**config.mk**
```make
export PLATFORM = sky130hd
export DESIGN_NAME = terminal_key_escape_decoder_top
export DESIGN_NICKNAME = d
export VERILOG_FILES = /design/src/sv/tked_pkg.sv /design/src/sv/tked_front.sv /design/src/sv/tked_fifo.sv /design/src/sv/tked_back.sv /design/src/sv/terminal_key_escape_decoder_top.sv
export SDC_FILE = /design/constraint.sdc
export NUM_CORES = 1
export LEC_CHECK = 0
export ABC_AREA = 1
export BUFFER_PORTS_ARGS = -buffer_cell sky130_fd_sc_hd__buf_2
export CORE_AREA = 3 3 117 119
export CTS_CLUSTER_SIZE = 8
export DETAILED_ROUTE_END_ITERATION = 8
export DIE_AREA = 0 0 120 122
export PLACE_DENSITY_LB_ADDON = 0.05
export SLEW_MARGIN = 15
export SYNTH_ARGS = -nofsm -noshare
export SYNTH_HDL_FRONTEND = slang
export SYNTH_SLANG_ARGS = --single-unit
```
**constraint.sdc**
```tcl
create_clock -name clock -period 4.38 [get_ports clock]
set_input_delay 0.219 -clock clock [delete_from_list [all_inputs] [get_ports clock]]
set_output_delay 0.219 -clock clock [all_outputs]
set_load 0.1 [all_outputs]
```
**src/sv/tked_pkg.sv**
```systemverilog
// shared types and key codes of the terminal key decoder
package tked_pkg;

   // key classes
   localparam logic [1:0] CLASS_ASCII   = 2'd0;
   localparam logic [1:0] CLASS_NAMED   = 2'd1;
   localparam logic [1:0] CLASS_NUMPAD  = 2'd2;
   localparam logic [1:0] CLASS_CONTROL = 2'd3;

   // named key indices
   localparam logic [6:0] KEY_ESCAPE    = 7'd0;
   localparam logic [6:0] KEY_ENTER     = 7'd1;
   localparam logic [6:0] KEY_TAB       = 7'd2;
   localparam logic [6:0] KEY_BACKSPACE = 7'd3;
   localparam logic [6:0] KEY_ARROW0    = 7'd4;
   localparam logic [6:0] KEY_NAV0      = 7'd8;
   localparam logic [6:0] KEY_F1        = 7'd14;
   localparam logic [6:0] KEY_F5        = 7'd18;

   // one key event
   typedef struct packed {
      logic [1:0] key_class;
      logic [6:0] key_value;
   } event_type;

   // all events caused by one input byte, in order
   typedef struct packed {
      logic [1:0]      count;
      event_type [2:0] ev;
   } run_type;

endpackage

```
**src/sv/tked_front.sv**
```systemverilog
// front end: escape sequence parser that turns each byte into a run of events
module tked_front (
   input  logic               clock,
   input  logic               reset,
   input  logic               accept,
   input  logic [7:0]         data_byte,
   input  logic               chunk_end,
   output tked_pkg::run_type  run
);

   localparam logic [7:0] CHR_ESC     = 8'h1B;
   localparam logic [7:0] CHR_BRACKET = 8'h5B;
   localparam logic [7:0] CHR_O       = 8'h4F;
   localparam logic [7:0] CHR_TILDE   = 8'h7E;
   localparam logic [7:0] CHR_DEL     = 8'h7F;
   localparam logic [7:0] CHR_LF      = 8'h0A;
   localparam logic [7:0] CHR_CR      = 8'h0D;
   localparam logic [7:0] CHR_TAB     = 8'h09;
   localparam logic [7:0] CHR_SPACE   = 8'h20;

   typedef enum logic [2:0] {
      PH_GROUND = 3'd0,
      PH_ESC    = 3'd1,
      PH_CSI    = 3'd2,
      PH_SS3    = 3'd3,
      PH_DIGITS = 3'd4
   } phase_type;

   phase_type   phase_ff, phase_in;
   logic [7:0]  acc_ff, acc_in;

   tked_pkg::event_type pl0, pl1, b0, b1;
   logic [1:0]  pl_n, body_n;
   logic        esc_pre, grd;
   logic        is_digit;
   logic [11:0] prod;
   logic [7:0]  acc_sat;

   assign is_digit = (data_byte >= 8'h30) && (data_byte <= 8'h39);

   // accumulator times ten plus digit, saturating
   assign prod = {1'b0, acc_ff, 3'b000} + {3'b000, acc_ff, 1'b0} + {8'h00, data_byte[3:0]};
   assign acc_sat = (prod > 12'd255) ? 8'hFF : prod[7:0];

   // plain byte mapping
   always_comb begin
      pl_n = 2'd0;
      pl0  = '0;
      pl1  = '0;
      if (data_byte == CHR_LF || data_byte == CHR_CR) begin
         pl_n = 2'd1;
         pl0  = '{tked_pkg::CLASS_NAMED, tked_pkg::KEY_ENTER};
      end else if (data_byte == CHR_TAB) begin
         pl_n = 2'd1;
         pl0  = '{tked_pkg::CLASS_NAMED, tked_pkg::KEY_TAB};
      end else if (data_byte == CHR_DEL) begin
         pl_n = 2'd1;
         pl0  = '{tked_pkg::CLASS_NAMED, tked_pkg::KEY_BACKSPACE};
      end else if (data_byte == CHR_SPACE) begin
         pl_n = 2'd1;
         pl0  = '{tked_pkg::CLASS_ASCII, data_byte[6:0]};
      end else if (data_byte >= 8'h61 && data_byte <= 8'h7A) begin
         pl_n = 2'd1;
         pl0  = '{tked_pkg::CLASS_ASCII, 7'(data_byte - 8'h20)};
      end else if (data_byte >= 8'h41 && data_byte <= 8'h5A) begin
         pl_n = 2'd1;
         pl0  = '{tked_pkg::CLASS_ASCII, data_byte[6:0]};
      end else if (is_digit) begin
         pl_n = 2'd2;
         pl0  = '{tked_pkg::CLASS_ASCII, data_byte[6:0]};
         pl1  = '{tked_pkg::CLASS_NUMPAD, {3'b000, data_byte[3:0]}};
      end else if (data_byte >= 8'h01 && data_byte <= 8'h1A) begin
         pl_n = 2'd2;
         pl0  = '{tked_pkg::CLASS_CONTROL, 7'd0};
         pl1  = '{tked_pkg::CLASS_ASCII, 7'(data_byte + 8'h40)};
      end
   end

   // phase machine and sequence events
   always_comb begin
      esc_pre  = 1'b0;
      grd      = 1'b0;
      body_n   = 2'd0;
      b0       = '0;
      b1       = '0;
      phase_in = PH_GROUND;
      acc_in   = acc_ff;
      case (phase_ff)
         PH_ESC: begin
            if (data_byte == CHR_BRACKET && !chunk_end) begin
               phase_in = PH_CSI;
            end else if (data_byte == CHR_O && !chunk_end) begin
               phase_in = PH_SS3;
            end else begin
               esc_pre = 1'b1;
               grd     = 1'b1;
            end
         end
         PH_CSI: begin
            if (data_byte >= 8'h41 && data_byte <= 8'h44) begin
               body_n = 2'd1;
               b0     = '{tked_pkg::CLASS_NAMED,
                          7'(tked_pkg::KEY_ARROW0 + data_byte - 8'h41)};
            end else if (is_digit) begin
               acc_in = {4'h0, data_byte[3:0]};
               if (!chunk_end) begin
                  phase_in = PH_DIGITS;
               end
            end
         end
         PH_SS3: begin
            if (data_byte >= 8'h50 && data_byte <= 8'h53) begin
               body_n = 2'd1;
               b0     = '{tked_pkg::CLASS_NAMED,
                          7'(tked_pkg::KEY_F1 + data_byte - 8'h50)};
            end
         end
         PH_DIGITS: begin
            if (is_digit) begin
               acc_in = acc_sat;
               if (!chunk_end) begin
                  phase_in = PH_DIGITS;
               end
            end else if (data_byte == CHR_TILDE) begin
               // navigation and upper function keys by number
               if (acc_ff >= 8'd1 && acc_ff <= 8'd6) begin
                  body_n = 2'd1;
                  b0 = '{tked_pkg::CLASS_NAMED, 7'(tked_pkg::KEY_NAV0 + acc_ff - 8'd1)};
               end else if (acc_ff == 8'd15) begin
                  body_n = 2'd1;
                  b0 = '{tked_pkg::CLASS_NAMED, tked_pkg::KEY_F5};
               end else if (acc_ff >= 8'd17 && acc_ff <= 8'd21) begin
                  body_n = 2'd1;
                  b0 = '{tked_pkg::CLASS_NAMED, 7'(tked_pkg::KEY_F5 + acc_ff - 8'd16)};
               end else if (acc_ff == 8'd23 || acc_ff == 8'd24) begin
                  body_n = 2'd1;
                  b0 = '{tked_pkg::CLASS_NAMED, 7'(tked_pkg::KEY_F5 + acc_ff - 8'd17)};
               end
            end else begin
               grd = 1'b1;
            end
         end
         default: begin
            grd = 1'b1;
         end
      endcase

      // ground phase handling, also for bytes given back by an aborted sequence
      if (grd) begin
         if (data_byte == CHR_ESC) begin
            if (chunk_end) begin
               body_n = 2'd1;
               b0     = '{tked_pkg::CLASS_NAMED, tked_pkg::KEY_ESCAPE};
            end else begin
               phase_in = PH_ESC;
            end
         end else begin
            body_n = pl_n;
            b0     = pl0;
            b1     = pl1;
         end
      end
   end

   // pack the run, lone escape first
   always_comb begin
      if (esc_pre) begin
         run.count = body_n + 2'd1;
         run.ev[0] = '{tked_pkg::CLASS_NAMED, tked_pkg::KEY_ESCAPE};
         run.ev[1] = b0;
         run.ev[2] = b1;
      end else begin
         run.count = body_n;
         run.ev[0] = b0;
         run.ev[1] = b1;
         run.ev[2] = '0;
      end
   end

   // parser state
   always_ff @(posedge clock) begin
      if (reset) begin
         phase_ff <= PH_GROUND;
         acc_ff   <= 8'h00;
      end else if (accept) begin
         phase_ff <= phase_in;
         acc_ff   <= acc_in;
      end
   end

endmodule

```
**src/sv/tked_fifo.sv**
```systemverilog
// short run queue between the parser and the event sequencer
module tked_fifo #(
   parameter int DEPTH = 4
) (
   input  logic               clock,
   input  logic               reset,
   input  logic               wr_en,
   input  tked_pkg::run_type  wr_data,
   output logic               is_full,
   input  logic               rd_en,
   output tked_pkg::run_type  rd_data,
   output logic               is_empty
);

   localparam int PTR_W = (DEPTH > 1) ? $clog2(DEPTH) : 1;
   localparam int CNT_W = $clog2(DEPTH + 1);
   localparam logic [PTR_W-1:0] PTR_LAST = PTR_W'(DEPTH - 1);
   localparam logic [CNT_W-1:0] CNT_FULL = CNT_W'(DEPTH);

   tked_pkg::run_type  slot_ff [DEPTH];
   logic [PTR_W-1:0]   wr_ptr_ff, rd_ptr_ff;
   logic [CNT_W-1:0]   count_ff;
   logic               do_wr, do_rd;

   assign is_full  = (count_ff == CNT_FULL);
   assign is_empty = (count_ff == '0);
   assign do_wr    = wr_en && !is_full;
   assign do_rd    = rd_en && !is_empty;
   assign rd_data  = slot_ff[rd_ptr_ff];

   // storage
   always_ff @(posedge clock) begin
      if (do_wr) begin
         slot_ff[wr_ptr_ff] <= wr_data;
      end
   end

   // pointers and fill count
   always_ff @(posedge clock) begin
      if (reset) begin
         wr_ptr_ff <= '0;
         rd_ptr_ff <= '0;
         count_ff  <= '0;
      end else begin
         if (do_wr) begin
            wr_ptr_ff <= (wr_ptr_ff == PTR_LAST) ? '0 : wr_ptr_ff + 1'b1;
         end
         if (do_rd) begin
            rd_ptr_ff <= (rd_ptr_ff == PTR_LAST) ? '0 : rd_ptr_ff + 1'b1;
         end
         if (do_wr && !do_rd) begin
            count_ff <= count_ff + 1'b1;
         end else if (do_rd && !do_wr) begin
            count_ff <= count_ff - 1'b1;
         end
      end
   end

endmodule

```
**src/sv/tked_back.sv**
```systemverilog
// back end: plays out each queued run one event per cycle, while pop is high, into the result register
module tked_back (
   input  logic                 clock,
   input  logic                 reset,
   input  tked_pkg::run_type    head,
   input  logic                 head_empty,
   output logic                 head_pop,
   input  logic                 pop,
   output logic                 empty,
   output tked_pkg::event_type  rsp_event,
   output logic                 rsp_last
);

   logic                 valid_ff, valid_in;
   tked_pkg::event_type  ev_ff, ev_in;
   logic                 last_ff, last_in;
   logic [1:0]           sel_ff, sel_in;
   logic                 load;
   logic                 at_last;
   tked_pkg::event_type  pick;

   assign empty     = !valid_ff;
   assign rsp_event = ev_ff;
   assign rsp_last  = last_ff;
   assign load      = !valid_ff || pop;
   assign at_last   = (sel_ff == head.count - 2'd1);

   // event select within the head run
   always_comb begin
      case (sel_ff)
         2'd0:    pick = head.ev[0];
         2'd1:    pick = head.ev[1];
         2'd2:    pick = head.ev[2];
         default: pick = head.ev[0];
      endcase
   end

   // next output and run position
   always_comb begin
      valid_in = valid_ff;
      ev_in    = ev_ff;
      last_in  = last_ff;
      sel_in   = sel_ff;
      head_pop = 1'b0;
      if (load) begin
         valid_in = !head_empty;
         if (!head_empty) begin
            ev_in   = pick;
            last_in = at_last;
            if (at_last) begin
               head_pop = 1'b1;
               sel_in   = 2'd0;
            end else begin
               sel_in = sel_ff + 2'd1;
            end
         end
      end
   end

   // result register
   always_ff @(posedge clock) begin
      if (reset) begin
         valid_ff <= 1'b0;
         sel_ff   <= 2'd0;
      end else begin
         valid_ff <= valid_in;
         sel_ff   <= sel_in;
      end
      ev_ff   <= ev_in;
      last_ff <= last_in;
   end

endmodule

```
**src/sv/terminal_key_escape_decoder_top.sv**
```systemverilog
// terminal key decoder top level
// Input queue side: present req_data_byte and req_chunk_end with push high; the
// byte is taken at a rising edge where push is high and full is low. One byte
// can be taken every cycle while the run queue has room.
// Result queue side: while empty is low the oldest key event sits on
// rsp_key_class, rsp_key_value and rsp_last_of_run; pop high at that edge
// completes the transfer. rsp_last_of_run marks the final event of one byte.
// Each byte gives zero to three events. The first event of a byte passes through
// the run queue and then the result register; events then leave one per cycle
// while pop is high, so the number of events a byte produces in the sequencer
// sets the sustained rate.
// Bytes that produce no event never enter the queue.
// A stalled result side holds the shown event steady; the parser keeps taking
// bytes until QUEUE_DEPTH runs are waiting, then full rises.
// Reset (synchronous, active high) returns the parser to its ground phase,
// clears the digit accumulator and drops all queued events.
module terminal_key_escape_decoder_top #(
   parameter int QUEUE_DEPTH = 4
) (
   input  logic       clock,
   input  logic       reset,
   input  logic       push,
   output logic       full,
   input  logic [7:0] req_data_byte,
   input  logic       req_chunk_end,
   output logic       empty,
   input  logic       pop,
   output logic [1:0] rsp_key_class,
   output logic [6:0] rsp_key_value,
   output logic       rsp_last_of_run
);

   tked_pkg::run_type    run;
   tked_pkg::run_type    head;
   tked_pkg::event_type  rsp_event;
   logic                 accept;
   logic                 head_empty;
   logic                 head_pop;

   assign accept          = push && !full;
   assign rsp_key_class   = rsp_event.key_class;
   assign rsp_key_value   = rsp_event.key_value;

   // parser
   tked_front u_front (
      .clock     (clock),
      .reset     (reset),
      .accept    (accept),
      .data_byte (req_data_byte),
      .chunk_end (req_chunk_end),
      .run       (run)
   );

   // run queue, only non-empty runs are written
   tked_fifo #(
      .DEPTH (QUEUE_DEPTH)
   ) u_fifo (
      .clock    (clock),
      .reset    (reset),
      .wr_en    (accept && (run.count != 2'd0)),
      .wr_data  (run),
      .is_full  (full),
      .rd_en    (head_pop),
      .rd_data  (head),
      .is_empty (head_empty)
   );

   // event sequencer
   tked_back u_back (
      .clock      (clock),
      .reset      (reset),
      .head       (head),
      .head_empty (head_empty),
      .head_pop   (head_pop),
      .pop        (pop),
      .empty      (empty),
      .rsp_event  (rsp_event),
      .rsp_last   (rsp_last_of_run)
   );

endmodule

```
# Word level (Yosys, flattened, before mapping)
# Memories as Yosys holds them, arrays and structs flattened. A register that Yosys moved wholly into a read port is not among the register bits.
# Cells that the tools add are included.
[classes]
add_sub_neg = 20
n_lt_le_gt_ge = 16
eq_ne = 25
mux = 84
bitwise = 1
reduce_logical = 32
[ops]
columns = ["operator", "n"]
rows = [
  ["$mux W9", 25],
  ["$mux W8", 7],
  ["$mux W2", 22],
  ["$eq A8 B4 Y1 const B", 4],
  ["$eq A8 B7 Y1 const B", 4],
  ["$le A8 B7 Y1 const B", 4],
  ["$mux W29", 1],
  ["$mux W3", 9],
  ["$pmux W9 S3", 1],
  ["$eq A8 B5 Y1 const B", 3],
  ["$ge A8 B7 Y1 const B", 3],
  ["$pmux W9 S2", 1],
  ["$ge A8 B1 Y1 const B", 2],
  ["$le A8 B5 Y1 const B", 2],
  ["$logic_and A1 B1 Y1", 16],
  ["$pmux W8 S2", 1],
  ["$add A4 B7 Y7 const A", 2],
  ["$sub A7 B5 Y7 const B", 2],
  ["$sub A7 B7 Y7 const B", 2],
  ["$mux W1", 13],
  ["$add A11 B9 Y12", 1],
  ["$add A12 B4 Y12", 1],
  ["$gt A12 B8 Y1 const B", 1],
  ["$pmux W3 S3", 1],
  ["33 further kinds", 50],
]
[word_totals]
register_bits = 31
ram_bits = 116
inputBits = 13
out_inout_bits = 12
elab_cells = 189
n_memories = 1
[mem_list]
columns = ["name", "depth", "word_bits", "rd", "rd_clocked_by_memory_dff", "wr", "line_no", "text"]
rows = [
  ["u_fifo.slot_ff", 4, 29, 1, 1, 1, "tked_fifo.sv:20", "tked_pkg::run_type slot_ff [DEPTH];"],
]

# Logic depth before layout (Yosys ltp)
# Gate-level depths: netlist of the first run.
[depth]
ltp_word = 21
ltp_mapped = 22

# Modules after synthesis
# A second synthesis of the first run with hierarchy kept.
[hier_totals]
cells_unflattened = 896
area_unflattened_um2 = 8540.7
[by_module_without_submodules]
columns = ["mod", "instances", "cells_each", "area_each_um2", "seq_area_each_um2"]
rows = [
  ["tked_fifo", 1, 352, 5114.9, 3663.5],
  ["tked_front", 1, 455, 2696.3, 220.2],
  ["tked_back", 1, 84, 710.7, 360.3],
  ["terminal_key_escape_decoder_top", 1, 5, 18.8, 0.0],
]

# Worst setup path before layout of the first run
# No wires, ideal clock.
[synth_timing]
path_type = "register to register"
start = "register u_front.acc_ff[1]"
end = "memory u_fifo.slot_ff[3][0] (netlist name) (enable)"
setup_ns = 0.413
arrival_ns = 3.026
t_required_ns = 3.967
setup_slack_ns = 0.941
stages_incl_launch_ff = 14
period_less_slack_ns = 3.439
path_cell_list = "dfxtp_1 -> inv_1 -> ha_1 -> nand2_1 -> nand2_1 -> nand2_1 -> nand3_1 -> nand2_1 -> nor2_1 -> nor2_1 -> nor2_2 -> nand4_4 -> nand2_2 -> nor2_1"
[synth_between]
elab_chain_len = 19
word_cells_on_any_way = 27
cone_classes = "add/sub: 1; order compare: 4; eq/ne: 3; mux: 13; reduce/logical: 6"
[synth_lines]
columns = ["element", "line_no", "text"]
rows = [
  ["from (decl)", "tked_front.sv:30", "logic [7:0] acc_ff, acc_in;"],
  ["from (signal assigned)", "tked_front.sv:187", "acc_ff <= acc_in;"],
  ["parallel branches: the longest is 5 deep, another holds $ge A8 B5 Y1", "-", ""],
  ["$mux W2 *", "tked_front.sv:126", "if (acc_ff >= 8'd1 && acc_ff <= 8'd6) begin"],
  ["$mux W2 *", "tked_front.sv:124", "end else if (data_byte == CHR_TILDE) begin"],
  ["$mux W2 *", "tked_front.sv:119", "if (is_digit) begin"],
  ["$pmux W2 S3 *", "tked_front.sv:88", "case (phase_ff)"],
  ["$mux W2", "tked_front.sv:151", "if (chunk_end) begin"],
  ["$mux W2", "tked_front.sv:150", "if (data_byte == CHR_ESC) begin"],
  ["$mux W2 *", "tked_front.sv:149", "if (grd) begin"],
  ["$add A2 B1 Y2", "tked_front.sv:168", "run.count = body_n + 2'd1;"],
  ["$mux W29 *", "tked_front.sv:167", "if (esc_pre) begin"],
  ["$reduce_bool A2 Y1 *", "terminal_key_escape_decoder_top.sv:60", ".wr_en (accept && (run.count != 2'd0)),"],
  ["$logic_and A1 B1 Y1 *", "terminal_key_escape_decoder_top.sv:60", ""],
  ["$logic_and A1 B1 Y1 *", "tked_fifo.sv:27", "assign do_wr = wr_en && !is_full;"],
  ["$mux W1 *", "tked_fifo.sv:33", "if (do_wr) begin"],
  ["$mux W1 (not written as such) *", "tked_fifo.sv:34", "slot_ff[wr_ptr_ff] <= wr_data;"],
  ["to (decl)", "tked_fifo.sv:20", ""],
]
# Every way passes the cells marked *.

==> results of run 1 <==
## sequential cells by signal, indices dropped and copies added (netlist names), named ones only
signal / flops
u_back.rsp_event: 9
u_fifo.slot_ff: 112
u_back.sel_ff: 2
u_front.phase_ff: 3
u_back.valid_ff: 1
u_fifo.count_ff: 3
u_back.rsp_last: 1
u_fifo.rd_ptr_ff: 2
u_fifo.wr_ptr_ff: 2
u_front.acc_ff: 8
## report_power, final
part	internal [mW]	leakage [nW]	switching (mW)
Combinational	0.353	1.96	1.17
Clock	0.833	0.265	0.547
Sequential	1.73	1.34	0.0845
## routing by layer
metal	GRT usage	vias to the layer above	routed length, µm
met3	0.0692	47	1180
met2	0.463	221	9570
met1	0.345	2972	8070
met4	0.115	0	517
li1	-	2988	-
met5	0	-	0
## worst min path at each step
stage / from / endpoint / slack, ns
after global placement: u_fifo.rd_ptr_ff[1] / u_fifo.rd_ptr_ff[1] / 0.47
after global routing: reset / u_front.acc_ff[7] / 0.17
after detailed placement: u_fifo.rd_ptr_ff[1] / flop / 0.50
final: reset / u_front.phase_ff[2] / 0.16
after CTS: reset / u_front.phase_ff[1] / 0.15
after floorplan: reset / u_front.acc_ff[0] / 0.39
## layout make-up
class | instances | area share
clock inverters | 14 | 0.0161
clock buffers | 18 | 0.0489
well taps | 172 | 0.0245
repair buffers | 33 | 0.0214
inverters | 81 | 0.0352
multi-input cells | 594 | 0.384
flip-flops and latches | 145 | 0.470
## per-stage QoR
step / power [mW] / cells / worst slack, ns / hold slack [ns] / utilization
finish: 4.72 / 1057 / 0.910 / 0.164 / 0.693
global route: 4.95 / 1057 / 0.537 / 0.172 / 0.693
global placement: 3.31 / 1025 / 1.01 / 0.473 / 0.648
detailed placement: 3.35 / 1025 / 0.933 / 0.495 / 0.648
floorplan: 2.99 / 847 / 0.941 / 0.386 / -
CTS: 4.73 / 1057 / 0.948 / 0.149 / 0.693
## logic make-up after synthesis
| group | Yosys count |
|---|---|
| compound gates | 173 |
| buf+inv | 108 |
| flops | 145 |
| xor+xnor | 14 |
| simple gates | 357 |
| fa+ha+maj | 50 |
## Yosys cell counts, drive strengths merged, types with 2 or more instances
cell type  count  area share
nor3          13       0.010
xor2           9       0.010
buf            9      0.0065
a21oi         33       0.021
clkbuf        18      0.0085
nor3b          2      0.0019
o22ai         30       0.025
clkinv         4      0.0019
a41oi          3      0.0033
o31ai          3      0.0028
o21ai         90       0.057
dfxtp         23       0.058
nand3         59       0.042
nor2         107       0.054
fa             3      0.0076
inv           77       0.037
xnor2          5      0.0055
ha            47       0.074
a31oi         10      0.0098
nand4          7      0.0082
edfxtp       122        0.46
nand2        164       0.084
==> results.sh, run 1 <==
export IMPL_run_status="completed"
export IMPL_cts_path_max_buffers=2
export IMPL_crit_cells=16
export IMPL_synthMuxAreaShare=0
export IMPL_mostFrequentLayoutCells="sky130_fd_sc_hd__nand2_1 (152), sky130_fd_sc_hd__edfxtp_1 (122), sky130_fd_sc_hd__nor2_1 (95)"
export IMPL_detail_route_first_pass_iterations=6
export IMPL_power_ir_vdd_worst_mv=0.214
export IMPL_worst_slew_margin_rel=0.448
export IMPL_synth_simple_gate_area_frac=0.205
export IMPL_worst_path_dominant_cell_family="flip-flops"
export IMPL_io_buffers=24
export IMPL_area_of_the_multi_input_gates_um2=3380
export IMPL_final_max_slew_viol_count=0
export IMPL_gr_total_overflow=0
export IMPL_synth_compound_area_frac=0.122
export IMPL_edff_count_synth=122
export IMPL_class_of_the_most_critical_setup_path="reg -> reg"
export IMPL_cts_buffers_inserted=17
export IMPL_max_cap_violations=0
export IMPL_synth_async_sr_flop_share=0
export IMPL_fillers=998
export IMPL_largest_family_of_logic_cells_by_synthesized_area="simple AND/OR/NAND/NOR gates"
export IMPL_xor_xnor_share_of_the_synthesized_area=0.0155
export IMPL_period_minus_slack_ns=3.47
export IMPL_postCtsSetupBuffers=0
export IMPL_synth_cell_types=50
export IMPL_worst_slew_pin_transition_ns=0.827
export IMPL_reg2reg_to="u_fifo.count_ff[2]"
export IMPL_maximum_number_of_pins_on_one_net_before_global_route_repair=43
export IMPL_yosys_area_share_adder=0.0819
export IMPL_antenna_found_initial=0
export IMPL_crit_slowest_cell="sky130_fd_sc_hd__dfxtp_1"
export IMPL_required_time_of_the_critical_path_ns=4.69
export IMPL_timing_clock_skew_ns=0.00782
export IMPL_die_width_um=120
export IMPL_rr_worst_depth=16
export IMPL_unrepaired_setup_endpoints_after_global_routing="no"
export IMPL_worst_setup_path_endpoint="u_fifo.count_ff[2]"
export IMPL_n_antenna_cell=0
export IMPL_timing_critical_path_cells="inv_1 -> nand2_1 -> nand3_1 -> nand2_1 -> xor2_1 -> nand2_1 -> o21ai_1 -> inv_1 -> nand2_2 -> ha_1 -> inv_1 -> fa_1 -> a21oi_1 -> o21ai_0 -> o21ai_0 -> a21oi_1"
export IMPL_synthesis_area_um2=7910
export IMPL_fp_dieH_um=122
export IMPL_grt_first_pass_wirelength_um=30900
export IMPL_crit_end_element="flop"
export IMPL_cts_sinks=145
export IMPL_post_synthesis_cells=847
export IMPL_critPathMaxFanout=22
export IMPL_final_worst_path_cycle_share=0.792
export IMPL_finalWeightedCongestion=0.895
export IMPL_syn_nets=910
export IMPL_setup_total_negative_slack_ns=0
export IMPL_ys_dominant_reg_cell="sky130_fd_sc_hd__edfxtp_1"
export IMPL_final_hold_viol_count=0
export IMPL_finalSetupViolCount=0
export IMPL_postCtsHoldBufs=0
export IMPL_clock_tree_root_cell="sky130_fd_sc_hd__clkbuf_16"
export IMPL_via_count_normalized_by_instance_count=5.89
export IMPL_post_route_drc_count=0
export IMPL_drt_initial_drc_count=553
export IMPL_first_global_vias=6157
export IMPL_tritoncts="yes"
export IMPL_wl_per_cell_um=18.3
export IMPL_detailed_place_area_um2=8210
export IMPL_min_delay_path_depth=2
export IMPL_drive_above_1_share=0.121
export IMPL_worst_r2r_setup_slack_ns=0.91
export IMPL_cellPowerDensity_nw_per_um2=538
export IMPL_worstPathArrival_ns=3.78
export IMPL_dp_hpwl_um=13100
export IMPL_layout_commonest_cell="sky130_fd_sc_hd__nand2_1"
export IMPL_area_sequential_um2=4120
export IMPL_std_cell_rows=41
export IMPL_worst_skew_pair_late_latency_ns=0.42
export IMPL_p_leak_nw=3.56
export IMPL_worst_setup_hold_path_clk_slew_ns=0.06
export IMPL_cts_resized=0
export IMPL_ctsHtreeMaxLevel=4
export IMPL_finalNetCount=935
export IMPL_avg_inst_size_synth_um2=9.34
export IMPL_setup_worst_path_start_class="flop"
export IMPL_globalRouteTotalUtil=0.276
export IMPL_die_area_um2=14600
export IMPL_finish_instance_area_um2=8780
export IMPL_synthToLayoutAreaGrowth_pct=11.0
export IMPL_synth_ff_latch_count=145
export IMPL_drt_total_wl_um=19300
export IMPL_starting_utilization_of_the_core_area=0.624
export IMPL_detail_route_antenna_nets=0
export IMPL_ys_warnings_count=0
export IMPL_pin_count=25
export IMPL_hold_path_class="in -> reg"
export IMPL_design_core_area_um2=12700
export IMPL_delay_of_the_slowest_cell_on_the_worst_path_ns=0.86
export IMPL_critical_path_buf_inv_count=3
export IMPL_fmaxAchievable_mhz=288
export IMPL_sequential_element_share_of_the_synthesized_area=0.521
export IMPL_detailroute_via_count=6228
(Power assumes the default switching activity.)
==> inputs of run 2 (changes only) <==
--- a/config.mk
+++ b/config.mk
@@ -5,12 +5,12 @@
 export SDC_FILE = /design/constraint.sdc
 export NUM_CORES = 1
 export LEC_CHECK = 0
-export ABC_AREA = 1
+export ABC_AREA = 0
 export BUFFER_PORTS_ARGS = -buffer_cell sky130_fd_sc_hd__buf_2
-export CORE_AREA = 3 3 117 119
+export CORE_AREA = 3 3 121 123
 export CTS_CLUSTER_SIZE = 8
 export DETAILED_ROUTE_END_ITERATION = 8
-export DIE_AREA = 0 0 120 122
+export DIE_AREA = 0 0 124 126
 export PLACE_DENSITY_LB_ADDON = 0.05
 export SLEW_MARGIN = 15
 export SYNTH_ARGS = -nofsm -noshare
==> constraint.sdc (replaced) <==
create_clock -name clock -period 3.01 [get_ports clock]
set_input_delay 0.1505 -clock clock [delete_from_list [all_inputs] [get_ports clock]]
set_output_delay 0.1505 -clock clock [all_outputs]
set_load 0.1 [all_outputs]
==> results.sh, run 2 <==
export IMPL_maximum_number_of_pins_on_one_net_before_global_route_repair=29
export IMPL_drt_total_wl_um=17700
export IMPL_post_synthesis_cells=586
export IMPL_avg_inst_size_synth_um2=13.0
export IMPL_critPathMaxFanout=5
export IMPL_rr_worst_depth=15
export IMPL_ctsHtreeMaxLevel=4
export IMPL_cellPowerDensity_nw_per_um2=709
export IMPL_cts_path_max_buffers=2
export IMPL_place_detailed_instances=846
export IMPL_cts_buffers_inserted=17
export IMPL_detail_route_first_pass_iterations=7
export IMPL_wl_per_cell_um=20.1
export IMPL_period_minus_slack_ns=3.00
export IMPL_finalPower_mw=6.60
export IMPL_setup_worst_path_start_class="flop"
export IMPL_worstPathArrival_ns=3.35
export IMPL_hold_start="req_chunk_end"
export IMPL_gr_total_overflow=0
export IMPL_synthesis_area_um2=7610
export IMPL_synth_top_cell_area_share=0.481
export IMPL_synth_async_sr_flop_share=0
export IMPL_finalWeightedCongestion=0.859
export IMPL_p_leak_nw=3.55
export IMPL_largest_register_ff_count=112
export IMPL_synth_common_cells="sky130_fd_sc_hd__edfxtp_1 (122), sky130_fd_sc_hd__ha_1 (47), sky130_fd_sc_hd__nor2_1 (36)"
export IMPL_globalRouteTotalUtil=0.240
export IMPL_min_delay_path_depth=4
export IMPL_top_register="u_fifo.slot_ff"
export IMPL_die_width_um=124
export IMPL_cts_sinks=145
export IMPL_crit_end_element="flop"
export IMPL_tritoncts="yes"
export IMPL_timing_clock_skew_ns=0.00796
export IMPL_finalNetCount=751
export IMPL_dp_hpwl_um=12500
export IMPL_worst_skew_pair_late_latency_ns=0.42
export IMPL_n_antenna_cell=0
export IMPL_synth_top_area_cell="sky130_fd_sc_hd__edfxtp_1"
export IMPL_netlist_top_cells_area="sky130_fd_sc_hd__edfxtp_1 (48%), sky130_fd_sc_hd__mux4_2 (8.3%), sky130_fd_sc_hd__ha_1 (7.7%)"
export IMPL_layout_commonest_cell="sky130_fd_sc_hd__edfxtp_1"
export IMPL_clock_tree_root_cell="sky130_fd_sc_hd__clkbuf_16"
export IMPL_fmaxAchievable_mhz=334
export IMPL_final_max_slew_viol_count=0
export IMPL_class_of_the_most_critical_setup_path="reg -> reg"
export IMPL_yosysMostFrequentCell="sky130_fd_sc_hd__edfxtp_1"
export IMPL_ys_dominant_reg_cell="sky130_fd_sc_hd__edfxtp_1"
export IMPL_final_worst_path_cycle_share=0.996
export IMPL_detail_route_antenna_nets=0
export IMPL_grt_first_pass_wirelength_um=28400
export IMPL_syn_nets=649
export IMPL_min_delay_worst_endpoint="u_front.phase_ff[2]"
export IMPL_drt_initial_drc_count=488
export IMPL_worst_slew_margin_rel=0.545
export IMPL_finalSetupViolCount=0
export IMPL_drive_above_1_share=0.290
export IMPL_finish_cell_count_without_fillers=881
export IMPL_run_status="completed"
export IMPL_synth_ff_latch_count=145
export IMPL_worst_slew_pin_transition_ns=0.683
export IMPL_design_core_area_um2=13800
export IMPL_power_ir_vdd_worst_mv=0.532
export IMPL_via_count_normalized_by_instance_count=6.00
export IMPL_synthToLayoutAreaGrowth_pct=22.4
export IMPL_fp_dieH_um=126
export IMPL_unrepaired_setup_endpoints_after_global_routing="yes"
export IMPL_required_time_of_the_critical_path_ns=3.36
export IMPL_worst_setup_hold_path_clk_slew_ns=0.06
export IMPL_final_hold_viol_count=0
export IMPL_pin_count=25
export IMPL_first_global_vias=5322
export IMPL_detailroute_via_count=5287
export IMPL_reg2reg_to="u_fifo.count_ff[2]"
export IMPL_ys_warnings_count=0
export IMPL_max_cap_violations=0
export IMPL_die_area_um2=15600
export IMPL_mostFrequentLayoutCells="sky130_fd_sc_hd__edfxtp_1 (122), sky130_fd_sc_hd__buf_4 (78), sky130_fd_sc_hd__ha_1 (40)"
export IMPL_hold_path_class="in -> reg"
export IMPL_std_cell_rows=43
export IMPL_starting_utilization_of_the_core_area=0.553
export IMPL_antenna_found_initial=0
export IMPL_post_route_drc_count=0
export IMPL_io_buffers=24
export IMPL_sequential_element_share_of_the_synthesized_area=0.542
export IMPL_edff_count_synth=122
export IMPL_synth_cell_types=74
export IMPL_fin_hold_ws_ns=0.123
export IMPL_worst_r2r_setup_slack_ns=0.01
export IMPL_r2r_start="u_front.acc_ff[0]"
## run 2: worst max-delay path, stage by stage, from the launching register on
cell and delay (ns):
sky130_fd_sc_hd__dfxtp_4 0.38, sky130_fd_sc_hd__inv_1 0.11, sky130_fd_sc_hd__ha_4 0.20, sky130_fd_sc_hd__buf_4 0.15, sky130_fd_sc_hd__nand2b_1 0.09, sky130_fd_sc_hd__nand3_1 0.08
sky130_fd_sc_hd__a21bo_2 0.23, sky130_fd_sc_hd__a21o_1 0.23, sky130_fd_sc_hd__o211ai_2 0.10, sky130_fd_sc_hd__o31a_4 0.21, sky130_fd_sc_hd__ha_4 0.14, sky130_fd_sc_hd__inv_2 0.04
sky130_fd_sc_hd__fa_2 0.36, sky130_fd_sc_hd__xor2_1 0.15, sky130_fd_sc_hd__or3_1 0.33, sky130_fd_sc_hd__a21oi_2 0.13
## run 2: cells by family (layout without fill, tap and decap cells)
group,count (synthesis),count (layout),share of synthesized area
compound gates,125,125,0.119
xor+xnor,13,13,0.0150
fa+ha+maj,50,50,0.0852
buf+inv,59,174,0.0312
flops,145,145,0.542
mux,37,37,0.0955
simple gates,157,157,0.112
## run 2: where the power goes
| group | internal (mW) | leakage (nW) | switching, mW |
|---|---|---|---|
| combinational | 0.572 | 1.91 | 1.30 |
| sequential | 2.44 | 1.35 | 0.0930 |
| clock | 1.39 | 0.294 | 0.810 |
## run 2: worst max-delay path by stage
stage	start	end	slack, ns	cells after the start
final	u_front.acc_ff[0]	u_fifo.count_ff[2]	0.01	15
after global routing	u_front.acc_ff[0]	u_fifo.count_ff[2]	-0.09	14
after CTS	u_front.acc_ff[0]	u_fifo.count_ff[2]	0.01	15
after detailed placement	req_data_byte[1]	u_fifo.count_ff[2]	-0.31	15
after global placement	req_data_byte[1]	u_fifo.count_ff[2]	-0.19	15
after floorplan	req_data_byte[1]	u_fifo.count_ff[2]	-0.16	15
## run 2: final cells by class
cell class              instances  area [µm²]
fillers                      1045        4460
clock inverters                13         183
multi-input cells             382        3390
repair buffers                109         827
flip-flops and latches        145        4130
clock buffers                  19         433
inverters                      33         128
well taps                     180         225
## run 2: what timing repair did
| action | CTS | global route |
|---|---|---|
| resized for setup | 3 | 23 |
| setup buffers | 0 | 2 |
| hold buffers | 1 | 0 |
| setup endpoints to repair | 2 | 13 |
| endpoints found under the hold margin | 1 | 0 |
| pin swaps | 2 | 7 |
## run 2: metrics by stage
stage                      util  worst slack [ns]  setup TNS [ns]  instance area [µm²]
after floorplan               -            -0.158          -0.201                 7660
after global placement    0.622            -0.193           -1.68                 8560
after detailed placement  0.622            -0.305           -9.87                 8560
after CTS                 0.668            0.0146               0                 9200
after global routing      0.676           -0.0903         -0.0999                 9310
final                     0.676            0.0126               0                 9310
## run 2: per-layer routing
metal	GRT usage	up-vias	wire length, µm
li1	-	2471	-
met1	0.310	2603	7400
met2	0.403	178	8940
met3	0.0445	35	873
met4	0.0883	0	486
met5	0	-	0
